**config.mk**
```make
export PLATFORM = sky130hd
export DESIGN_NAME = sha1_message_digest
export DESIGN_NICKNAME = d
export VERILOG_FILES = /design/src/hw/rtl/sha1md_pkg.sv /design/src/hw/rtl/sha1md_dp.sv /design/src/hw/rtl/sha1md_ctrl.sv /design/src/hw/rtl/sha1_message_digest.sv
export SDC_FILE = /design/constraint.sdc
export NUM_CORES = 2
export LEC_CHECK = 0
export ABC_AREA = 1
export ABC_CLOCK_PERIOD_IN_PS = 28600
export BUFFER_PORTS_ARGS = -buffer_cell sky130_fd_sc_hd__buf_2
export CAP_MARGIN = 20
export CORE_MARGIN = 2
export CORE_UTILIZATION = 52
export CTS_BUF_LIST = sky130_fd_sc_hd__clkbuf_8
export CTS_CLUSTER_DIAMETER = 30
export CTS_CLUSTER_SIZE = 25
export DETAILED_ROUTE_END_ITERATION = 8
export PLACE_DENSITY = 0.69
export SLEW_MARGIN = 20
export SYNTH_ARGS = -nofsm -noshare
export SYNTH_HDL_FRONTEND = slang
export SYNTH_SLANG_ARGS = --single-unit
```
**constraint.sdc**
```tcl
create_clock -name clk -period 28.6 [get_ports clk]
set_input_delay 0 -clock clk [delete_from_list [all_inputs] [get_ports clk]]
set_output_delay 0 -clock clk [all_outputs]
set_load 0.1 [all_outputs]
```
**src/hw/rtl/sha1md_pkg.sv**
```systemverilog
`default_nettype none
package sha1md_pkg;

	localparam logic [31:0] H0 = 32'h67452301;
	localparam logic [31:0] H1 = 32'hEFCDAB89;
	localparam logic [31:0] H2 = 32'h98BADCFE;
	localparam logic [31:0] H3 = 32'h10325476;
	localparam logic [31:0] H4 = 32'hC3D2E1F0;

	localparam logic [31:0] K0 = 32'h5A827999;
	localparam logic [31:0] K1 = 32'h6ED9EBA1;
	localparam logic [31:0] K2 = 32'h8F1BBCDC;
	localparam logic [31:0] K3 = 32'hCA62C1D6;

	localparam logic [7:0] PAD_BYTE = 8'h80;

	localparam int unsigned ROUNDS = 80;
	localparam int unsigned DIGEST_WORDS = 5;
	localparam logic [6:0] LAST_ROUND = 7'(ROUNDS - 1);
	localparam logic [2:0] LAST_WORD_IDX = 3'(DIGEST_WORDS - 1);
	// block position where the 64-bit length field starts
	localparam logic [5:0] LEN_POS = 6'd56;
	localparam logic [5:0] BLOCK_END = 6'd63;
	localparam logic [2:0] LEN_LAST = 3'd7;

	typedef enum logic [1:0] {
		BSEL_DATA,
		BSEL_PAD,
		BSEL_ZERO,
		BSEL_LEN
	} byte_sel_t;

	typedef struct packed {
		logic       shift_en;
		byte_sel_t  byte_sel;
		logic       total_inc;
		logic       len_load;
		logic       round_en;
		logic [6:0] round_idx;
		logic       chain_add;
		logic       emit_load;
		logic [2:0] emit_idx;
	} cmd_t;

	typedef struct packed {
		logic fill_full;
		logic fill_at_len;
	} status_t;

	function automatic logic [31:0] init_word(input logic [2:0] idx);
		logic [31:0] w;
		unique case (idx)
			3'd0: w = H0;
			3'd1: w = H1;
			3'd2: w = H2;
			3'd3: w = H3;
			3'd4: w = H4;
			default: w = H0;
		endcase
		return w;
	endfunction

endpackage
`default_nettype wire

```
**src/hw/rtl/sha1md_dp.sv**
```systemverilog
`default_nettype none
module sha1md_dp
	import sha1md_pkg::*;
(
	input  wire logic        clk,
	input  wire logic        arst_n,
	input  wire cmd_t        cmd,
	input  wire logic [7:0]  data_byte,
	output status_t          st,
	output logic      [31:0] digest
);

	// 16-word window: byte packer while filling, message schedule while hashing
	logic [511:0] win_q;
	logic [5:0]   fill_q;
	logic [60:0]  total_q;
	logic [63:0]  len_q;
	logic [31:0]  chain_q [DIGEST_WORDS];
	logic [31:0]  a_q, b_q, c_q, d_q, e_q;
	logic [31:0]  digest_q;

	logic [7:0]  byte_in;
	logic [31:0] w0, w2, w8, w13, sx, w_new;
	logic [31:0] a_c, b_c, c_c, d_c, e_c;
	logic [31:0] f, k, t;
	logic        first;

	always_comb begin
		unique case (cmd.byte_sel)
			BSEL_DATA: byte_in = data_byte;
			BSEL_PAD:  byte_in = PAD_BYTE;
			BSEL_ZERO: byte_in = 8'h00;
			BSEL_LEN:  byte_in = len_q[63:56];
			default:   byte_in = 8'h00;
		endcase
	end

	assign w0    = win_q[511:480];
	assign w2    = win_q[447:416];
	assign w8    = win_q[255:224];
	assign w13   = win_q[95:64];
	assign sx    = w13 ^ w8 ^ w2 ^ w0;
	assign w_new = {sx[30:0], sx[31]};

	assign first = (cmd.round_idx == 7'd0);
	assign a_c = first ? chain_q[0] : a_q;
	assign b_c = first ? chain_q[1] : b_q;
	assign c_c = first ? chain_q[2] : c_q;
	assign d_c = first ? chain_q[3] : d_q;
	assign e_c = first ? chain_q[4] : e_q;

	always_comb begin
		priority if (cmd.round_idx < 7'd20) begin
			f = (b_c & c_c) | (~b_c & d_c);
			k = K0;
		end else if (cmd.round_idx < 7'd40) begin
			f = b_c ^ c_c ^ d_c;
			k = K1;
		end else if (cmd.round_idx < 7'd60) begin
			f = (b_c & c_c) | (b_c & d_c) | (c_c & d_c);
			k = K2;
		end else begin
			f = b_c ^ c_c ^ d_c;
			k = K3;
		end
	end

	assign t = {a_c[26:0], a_c[31:27]} + f + e_c + k + w0;

	always_ff @(posedge clk) begin
		if (cmd.shift_en) begin
			win_q <= {win_q[503:0], byte_in};
		end else if (cmd.round_en) begin
			win_q <= {win_q[479:0], w_new};
		end
		if (cmd.len_load) begin
			len_q <= {total_q, 3'b000};
		end else if (cmd.shift_en && cmd.byte_sel == BSEL_LEN) begin
			len_q <= {len_q[55:0], 8'h00};
		end
		if (cmd.round_en) begin
			a_q <= t;
			b_q <= a_c;
			c_q <= {b_c[1:0], b_c[31:2]};
			d_q <= c_c;
			e_q <= d_c;
		end
		if (cmd.emit_load) begin
			digest_q <= chain_q[0];
		end
	end

	always_ff @(posedge clk or negedge arst_n) begin
		if (!arst_n) begin
			fill_q  <= '0;
			total_q <= '0;
			for (int i = 0; i < DIGEST_WORDS; i++) begin
				chain_q[i] <= init_word(3'(i));
			end
		end else begin
			if (cmd.shift_en) begin
				fill_q <= fill_q + 6'd1;
			end
			if (cmd.len_load) begin
				total_q <= '0;
			end else if (cmd.total_inc) begin
				total_q <= total_q + 61'd1;
			end
			if (cmd.chain_add) begin
				chain_q[0] <= chain_q[0] + a_q;
				chain_q[1] <= chain_q[1] + b_q;
				chain_q[2] <= chain_q[2] + c_q;
				chain_q[3] <= chain_q[3] + d_q;
				chain_q[4] <= chain_q[4] + e_q;
			end else if (cmd.emit_load) begin
				// rotate words out, refill the tail with the initial values
				for (int i = 0; i < DIGEST_WORDS - 1; i++) begin
					chain_q[i] <= chain_q[i + 1];
				end
				chain_q[DIGEST_WORDS - 1] <= init_word(cmd.emit_idx);
			end
		end
	end

	assign st.fill_full   = (fill_q == BLOCK_END);
	assign st.fill_at_len = (fill_q == LEN_POS);
	assign digest         = digest_q;

endmodule
`default_nettype wire

```
**src/hw/rtl/sha1md_ctrl.sv**
```systemverilog
`default_nettype none
module sha1md_ctrl
	import sha1md_pkg::*;
(
	input  wire logic       clk,
	input  wire logic       arst_n,
	input  wire logic       in_valid,
	input  wire logic       in_present,
	input  wire logic       in_last,
	output logic            in_ready,
	output logic            out_valid,
	input  wire logic       out_ready,
	output logic [2:0]      out_index,
	output logic            out_last,
	input  wire status_t    st,
	output cmd_t            cmd
);

	typedef enum logic [2:0] {
		IDLE,
		PAD,
		ZERO,
		LEN,
		ROUND,
		UPDATE,
		EMIT
	} state_t;

	state_t     state_q, resume_q;
	logic [6:0] round_q;
	logic [2:0] len_cnt_q;
	logic [2:0] word_q;
	logic       out_valid_q;
	logic [2:0] out_index_q;
	logic       out_last_q;
	logic       accept;

	assign accept = in_valid && (state_q == IDLE);

	always_comb begin
		cmd           = '0;
		cmd.byte_sel  = BSEL_DATA;
		cmd.round_idx = round_q;
		cmd.emit_idx  = word_q;
		unique case (state_q)
			IDLE: begin
				cmd.shift_en  = accept && in_present;
				cmd.total_inc = accept && in_present;
			end
			PAD: begin
				cmd.shift_en = 1'b1;
				cmd.byte_sel = BSEL_PAD;
				cmd.len_load = 1'b1;
			end
			ZERO: begin
				cmd.shift_en = !st.fill_at_len;
				cmd.byte_sel = BSEL_ZERO;
			end
			LEN: begin
				cmd.shift_en = 1'b1;
				cmd.byte_sel = BSEL_LEN;
			end
			ROUND:  cmd.round_en = 1'b1;
			UPDATE: cmd.chain_add = 1'b1;
			EMIT:   cmd.emit_load = !out_valid_q || out_ready;
			default: ;
		endcase
	end

	always_ff @(posedge clk or negedge arst_n) begin
		if (!arst_n) begin
			state_q     <= IDLE;
			resume_q    <= IDLE;
			round_q     <= '0;
			len_cnt_q   <= '0;
			word_q      <= '0;
			out_valid_q <= 1'b0;
			out_index_q <= '0;
			out_last_q  <= 1'b0;
		end else begin
			if (cmd.emit_load) begin
				out_valid_q <= 1'b1;
				out_index_q <= word_q;
				out_last_q  <= (word_q == LAST_WORD_IDX);
			end else if (out_ready) begin
				out_valid_q <= 1'b0;
			end
			unique case (state_q)
				IDLE: begin
					if (accept) begin
						if (in_present && st.fill_full) begin
							state_q  <= ROUND;
							resume_q <= in_last ? PAD : IDLE;
						end else if (in_last) begin
							state_q <= PAD;
						end
					end
				end
				PAD: begin
					if (st.fill_full) begin
						state_q  <= ROUND;
						resume_q <= ZERO;
					end else begin
						state_q <= ZERO;
					end
				end
				ZERO: begin
					if (st.fill_at_len) begin
						state_q   <= LEN;
						len_cnt_q <= '0;
					end else if (st.fill_full) begin
						state_q  <= ROUND;
						resume_q <= ZERO;
					end
				end
				LEN: begin
					len_cnt_q <= len_cnt_q + 3'd1;
					if (len_cnt_q == LEN_LAST) begin
						state_q  <= ROUND;
						resume_q <= EMIT;
					end
				end
				ROUND: begin
					if (round_q == LAST_ROUND) begin
						round_q <= '0;
						state_q <= UPDATE;
					end else begin
						round_q <= round_q + 7'd1;
					end
				end
				UPDATE: begin
					state_q <= resume_q;
					word_q  <= '0;
				end
				EMIT: begin
					if (cmd.emit_load) begin
						word_q <= word_q + 3'd1;
						if (word_q == LAST_WORD_IDX) begin
							state_q <= IDLE;
						end
					end
				end
				default: state_q <= IDLE;
			endcase
		end
	end

	assign in_ready  = (state_q == IDLE);
	assign out_valid = out_valid_q;
	assign out_index = out_index_q;
	assign out_last  = out_last_q;

`ifndef SYNTHESIS
	a_round_range: assert property (@(posedge clk) disable iff (!arst_n)
		(state_q == ROUND) |-> (round_q <= LAST_ROUND))
		else $error("round counter past last round");

	a_len_fills_block: assert property (@(posedge clk) disable iff (!arst_n)
		(state_q == LEN && len_cnt_q == LEN_LAST) |-> st.fill_full)
		else $error("length field does not end the block");

	a_no_overwrite: assert property (@(posedge clk) disable iff (!arst_n)
		cmd.emit_load |-> !(out_valid_q && !out_ready))
		else $error("digest word overwritten before taken");

	a_len_after_zero: assert property (@(posedge clk) disable iff (!arst_n)
		(state_q == LEN && len_cnt_q == 3'd0) |-> st.fill_at_len)
		else $error("length field starts off position");
`endif

endmodule
`default_nettype wire

```
**src/hw/rtl/sha1_message_digest.sv**
```systemverilog
`default_nettype none
// SHA-1 digest of a byte stream. Each input request carries one message byte
// (s_tuser set) and s_tlast closes the message; an empty message is one request
// with s_tuser clear and s_tlast set. Every 64th byte starts a compression
// (80 rounds, one per cycle, then the chaining add) during which input is held
// off. The closing request pads one byte per cycle up to the length field,
// running a compression whenever a block fills, then appends the 8 length
// bytes and runs the final compression; the five digest words then leave on
// the output side, most significant first, m_tuser giving the word index and
// m_tlast the fifth word.
// The next message can start while the last digest word still waits.
module sha1_message_digest
	import sha1md_pkg::*;
(
	input  wire logic        clk,
	input  wire logic        arst_n,
	input  wire logic        s_tvalid,
	output logic             s_tready,
	input  wire logic [7:0]  s_tdata,   // [7:0] data_byte
	input  wire logic        s_tuser,   // [0] byte_present
	input  wire logic        s_tlast,   // is_last
	output logic             m_tvalid,
	input  wire logic        m_tready,
	output logic      [31:0] m_tdata,   // [31:0] digest_word
	output logic      [2:0]  m_tuser,   // [2:0] word_index
	output logic             m_tlast    // last_word
);

	cmd_t    cmd;
	status_t st;

	sha1md_ctrl u_ctrl (
		.clk        (clk),
		.arst_n     (arst_n),
		.in_valid   (s_tvalid),
		.in_present (s_tuser),
		.in_last    (s_tlast),
		.in_ready   (s_tready),
		.out_valid  (m_tvalid),
		.out_ready  (m_tready),
		.out_index  (m_tuser),
		.out_last   (m_tlast),
		.st         (st),
		.cmd        (cmd)
	);

	sha1md_dp u_dp (
		.clk       (clk),
		.arst_n    (arst_n),
		.cmd       (cmd),
		.data_byte (s_tdata),
		.st        (st),
		.digest    (m_tdata)
	);

endmodule
`default_nettype wire
```
* Word level (Yosys, flattened, before mapping)
Cells that the tools add are included.
** Storage, ports and cells
- Register bits after elaboration :: 1016
- Input bits :: 14
- Output and inout port bits :: 38
** Cells by class
- $add $sub $neg :: 14
- $lt $le $gt $ge :: 3
- Eq/ne operators :: 27
- Muxes and demuxes :: 53
- Bitwise gates (word level) :: 13
- Reductions and logical operators :: 23
** Operators with widths (number)
- 2-to-1 mux 512 bit :: 2
- 2-to-1 mux 160 bit :: 2
- 2-to-1 mux 32 bit :: 10
- adder 32 bit :: 9
- bitwise XOR 32 bit :: 5
- AND 32 bit :: 4
- 2-to-1 mux 64 bit :: 2
- one-hot mux 32 bit (4 select lines) :: 1
- 2-to-1 mux 61 bit :: 2
- bitwise OR 32 bit :: 3
- adder 61 x 1 -> 61 bit, second input constant :: 1
- 2-to-1 mux 3 bit :: 17
- inverter 32 bit :: 1
- one-hot mux 8 bit (4 select lines) :: 1
- 2-to-1 mux 31 bit :: 1
- one-hot mux 3 bit (7 select lines) :: 1
- == test 3 bit, second input constant :: 5
- less-than comparator 7 x 6 -> 1 bit, second input constant :: 2
- nonzero test 2 bit :: 7
- == test 3 x 2 -> 1 bit, second input constant :: 4
- == test 6 bit, second input constant :: 2
- != test 2 x 1 -> 1 bit, second input constant :: 6
- one-hot mux 3 bit (2 select lines) :: 2
- one-hot mux 3 bit (4 select lines) :: 1
- 25 further kinds :: 42

* Depth between registers and ports, before layout
- Depth after elaboration :: 12
- Mapped depth :: 32

* Cells and area by module
A second synthesis with hierarchy kept.
** Unflattened totals
- Cells, all modules :: 7780
- Area total of the unflattened synthesis :: 62150.9 µm²
** By module, submodules not included
- sha1md_dp :: times used 1, cells an instance 7608, area each 60805.8 µm², sequential area each 28752.6 µm²
- sha1md_ctrl :: times used 1, cells an instance 172, area each 1345.0 µm², sequential area each 600.6 µm²

* Worst setup path before layout
Ideal clock, no wire load.
- Path type :: flip-flop to flip-flop
- Start :: register u_ctrl.state_q[1]
- End :: register u_dp.win_q[0] (enable)
- Data arrival time :: 16.339 ns
- Required time :: 27.698 ns
- Slack :: 11.359 ns
- Cell stages (with the launch flop) :: 6
- Buffers on the path :: 0
- Period minus slack after synthesis :: 17.241 ns
- Cell sequence :: dfrtp_1 > nor2_1 > inv_1 > nor2_2 > inv_1 > nand2_1
** Between the ends
- Word-level cells in the longest chain between the ends :: 5
** RTL lines
- from (decl) :: RTL line sha1md_ctrl.sv:29 : state_t state_q, resume_q;
- from (signal assigned) :: RTL line sha1md_ctrl.sv:132 : state_q <= resume_q;
- zero test 3 bit :: RTL line sha1md_ctrl.sv:38, sha1md_ctrl.sv:45
- logical AND 1 bit :: RTL line sha1md_ctrl.sv:38 : assign accept = in_valid && (state_q == IDLE);
- logical AND 1 bit :: RTL line sha1md_ctrl.sv:47 : cmd.shift_en = accept && in_present;
- one-hot mux 1 bit (3 select lines) :: RTL line sha1md_ctrl.sv:45 : unique case (state_q)
- nonzero test 2 bit (no source line) (*)
- to (signal assigned) :: RTL line sha1md_dp.sv:72 : win_q <= {win_q[503:0], byte_in};
- to (signal assigned) :: RTL line sha1md_dp.sv:74 : win_q <= {win_q[479:0], w_new};
- to (decl) :: RTL line sha1md_dp.sv:14 : logic [511:0] win_q;
Mark *: on every way between the ends. The rest lies on a longest branch, timed or not.
A chain may end at the register's enable or synchronous reset.

* Worst setup path after layout
- Start :: register u_ctrl.round_q[0]
- End :: register u_dp.a_q[19] (data pin)
** Between the ends
- Word-level cells in the longest chain between the ends :: 12
** RTL lines
- from (decl) :: RTL line sha1md_ctrl.sv:30 : logic [6:0] round_q;
- from (signal assigned) :: RTL line sha1md_ctrl.sv:128 : round_q <= round_q + 7'd1;
- zero test 7 bit (*) :: RTL line sha1md_dp.sv:45 : assign first = (cmd.round_idx == 7'd0);
- 2-to-1 mux 32 bit (*) :: RTL line sha1md_dp.sv:47 : assign b_c = first ? chain_q[1] : b_q;
- net u_dp.b_c[1] :: RTL line sha1md_dp.sv:24 : logic [31:0] a_c, b_c, c_c, d_c, e_c;
- AND 32 bit, on equally long branches :: RTL line sha1md_dp.sv:54, sha1md_dp.sv:60
- bitwise OR 32 bit (2 in a row) :: RTL line sha1md_dp.sv:60 : f = (b_c & c_c) | (b_c & d_c) | (c_c & d_c);
- 2-to-1 mux 32 bit :: RTL line sha1md_dp.sv:59 : end else if (cmd.round_idx < 7'd60) begin
- 2-to-1 mux 32 bit :: RTL line sha1md_dp.sv:56 : end else if (cmd.round_idx < 7'd40) begin
- 2-to-1 mux 32 bit (*) :: RTL line sha1md_dp.sv:53 : priority if (cmd.round_idx < 7'd20) begin
- adder 32 bit (*) (4 in a row) :: RTL line sha1md_dp.sv:68 : assign t = {a_c[26:0], a_c[31:27]} + f + e_c + k + w0;
- net u_dp.t[19] :: RTL line sha1md_dp.sv:25 : logic [31:0] f, k, t;
- to (signal assigned) :: RTL line sha1md_dp.sv:82 : a_q <= t;
- to (decl) :: RTL line sha1md_dp.sv:19 : logic [31:0] a_q, b_q, c_q, d_q, e_q;
Mark *: on every way through the listed nets, which the timed path passes. The rest lies on a longest branch.

==> flow_metrics.tcl <==
set metrics [dict create \
    status "complete, no violations" \
    crit_fanout 83 \
    multiInputGateArea_mm2 0.02852 \
    worstSetupPathDepth 30 \
    ant_nets 0 \
    regArea_mm2 0.02935 \
    synth_edf_count 765 \
    finalCritPeriodShare 0.2582 \
    cp-end-kind "register" \
    synth-seq-cells 1016 \
    slew_headroom 0.1367 \
    finalClockSkew_ps 60.02 \
    final_common_cell "nand2_1" \
    vias_per_cell 5.594 \
    hold_class "input pin to register" \
    clkLatencyLatePin_ps 990 \
    hold_viol_final 0 \
    gp_congestion 1.018 \
    wl_per_cell_um 21.40 \
    grt_pass1_wl_um 314700 \
    tritoncts "built" \
    cp_data_required_time_ps 29280 \
    ios 52 \
    ys_async_sr_fraction 0.2470 \
    rr_endpoint "u_dp.a_q[19]" \
    vias 54830 \
    hold_depth 8 \
    post-route-min-period_ps 7384 \
    core_mm2 0.1197 \
    clk_pin_slew_ps 60 \
    critPathKind "register to register" \
    crit_path_start "u_ctrl.round_q[0]" \
    root_buffer "clkbuf_8" \
    drive_above_1_share 0.07846 \
    grt_pass1_vias 52060 \
    ys_seq_area_frac 0.4690 \
    ff2ff_setup_slack_ps 21220 \
    rows 127 \
    die_y_um 350.9 \
    io_buffers 51 \
    endpoint "u_dp.a_q[19]" \
    synth.distinct_cells 53 \
    grtUsageTotal 0.3394 \
    worst_r2r_path_depth 30 \
    crit-reg2reg-launch "u_ctrl.round_q[0]" \
    initial_core_util 0.5230 \
    wirelength_um 209700 \
    num-fill-cells 10950 \
    fp.dieArea_mm2 0.1231 \
    drcViolationCount 0 \
    htreeDepth 4 \
    mostFrequentLayoutCells "2934 x nand2_1, 974 x inv_1, 765 x edfxtp_1" \
    syn-instance-count 7842 \
    synth_warnings 0 \
    setup_viol_count_final 0 \
    fin_util 0.5893 \
    drv_cap 0 \
    fin_cells 9801 \
    cp_num_buf_inv 8 \
    maxSlewViolCount 0 \
    slowest_stage "buf_4" \
    die_w_um 350.9 \
    rsz0062_at_grt "no" \
    holdWs_ps 153.5 \
    cts_max_path_buffers 3 \
    tns_ps 0 \
    critical_path.top_delay_family "adder cells" \
    overflow 0 \
    tightest_slew_ps 1281 \
    synthToLayoutAreaGrowth_pct 12.66 \
    grt_max_degree 227 \
    dp.cells 9306 \
    dp_hpwl_um 155100 \
    syn_area_mm2 0.06258 \
    max_freq_mhz 135.4 \
    slowest_delay_ps 790 \
    cts_buffers 240 \
    drtPass1Iterations 6 \
    synthesis.nets 8175 \
    drt_iter0_markers 5966 \
    final_nets 8298 \
    crit_arrival_ps 8060 \
    syn_area_per_cell_um2 7.981 \
    synthFlopType "edfxtp_1" \
    cp_common_cell "inv_1" \
    antenna_found_initial 6 \
    clkSinkCount 1016 \
    postCtsSetupBuffers 0 \
    critPathLaunchType "register" \
]
## worst min-delay path by stage
stage	from	endpoint	slack, ps
floorplan	arst_n	u_ctrl.len_cnt_q[0]	-300
global placement	arst_n	u_dp.chain_q[151]	-60
detailed placement	arst_n	u_dp.chain_q[151]	-60
CTS	s_tuser	u_ctrl.state_q[2]	60
global route	s_tuser	u_dp.total_q[0]	170
finish	s_tuser	u_ctrl.state_q[2]	150
## per-layer routing
layer  wire length, um  vias up  GRT usage
met3             15290      504    0.05806
met4             11190        0     0.1650
li1                  -    25930          -
met5                 0        -          0
met1             86410    26130     0.4480
met2             96810     2268     0.5433
## per-stage QoR
stage	setup slack, ps	area [um^2]
after floorplan	11360	62580
after global placement	21400	64180
after detailed placement	21320	64180
after CTS	21240	70490
after global routing	20680	70500
final	21220	70510
## repair_timing
item / CTS / global route
gates resized for setup: 0 / 0
hold endpoints to repair: 285 / 0
hold buffers: 29 / 0
## cell families after synthesis
logic type / Yosys count / synth area share
xor+xnor: 157 / 0.02197
compound gates: 1063 / 0.09205
flops: 1016 / 0.4690
simple gates: 4076 / 0.2627
buf+inv: 1202 / 0.07573
fa+ha+maj: 319 / 0.07697
mux: 9 / 0.001599
## tightest hold or removal path, cell delays in order
cell           delay, ps
dlygate4sd3_1        520
buf_2                110
inv_1                 60
nor2_4               130
o21ai_0               90
nand4_1               70
nand2_1               50
o21ai_0               60
## layout make-up
cell class / count / area share
sequential: 1016 / 0.4163
multi-input combinational: 5624 / 0.4046
inverter: 956 / 0.05111
clock buffer: 253 / 0.04939
clock inverter: 207 / 0.03574
tap: 1612 / 0.02861
timing repair buffer: 127 / 0.01407
antenna: 6 / 0.0002130
## flip-flops by register name, indices dropped and copies added, names as in the netlist
signal / flops
u_dp.a_q: 32
u_dp.b_q: 32
u_ctrl.out_valid: 1
u_ctrl.out_index: 3
u_dp.len_q: 61
u_ctrl.round_q: 7
u_dp.total_q: 61
u_ctrl.len_cnt_q: 3
u_ctrl.state_q: 3
u_ctrl.out_last: 1
u_dp.c_q: 32
u_ctrl.resume_q: 3
u_dp.e_q: 32
u_ctrl.word_q: 3
u_dp.chain_q: 160
u_dp.win_q: 512
u_dp.fill_q: 6
u_dp.digest: 32
u_dp.d_q: 32
## synth_stat cells (all sizes together) (32+ instances only)
cell       n  area [um^2]
o21bai    32        240.2
xnor2    105        919.6
nor2     485         1886
nor3     121        620.6
ha       209         2615
inv      955         3585
clkbuf   114        427.9
o211ai    45        337.8
buf      132        721.9
nand2   2940        11050
a21oi    306         1531
dfrtp    171         4279
fa       110         2202
edfxtp   765        22970
dfstp     80         2102
nand3    381         1924
xor2      52        455.4
o21ai    591         2977
nand4    101        631.9
Power is left out: the tool's default activity adds up to more than one toggle a clock period on the data nets, which glitch-free logic cannot reach.
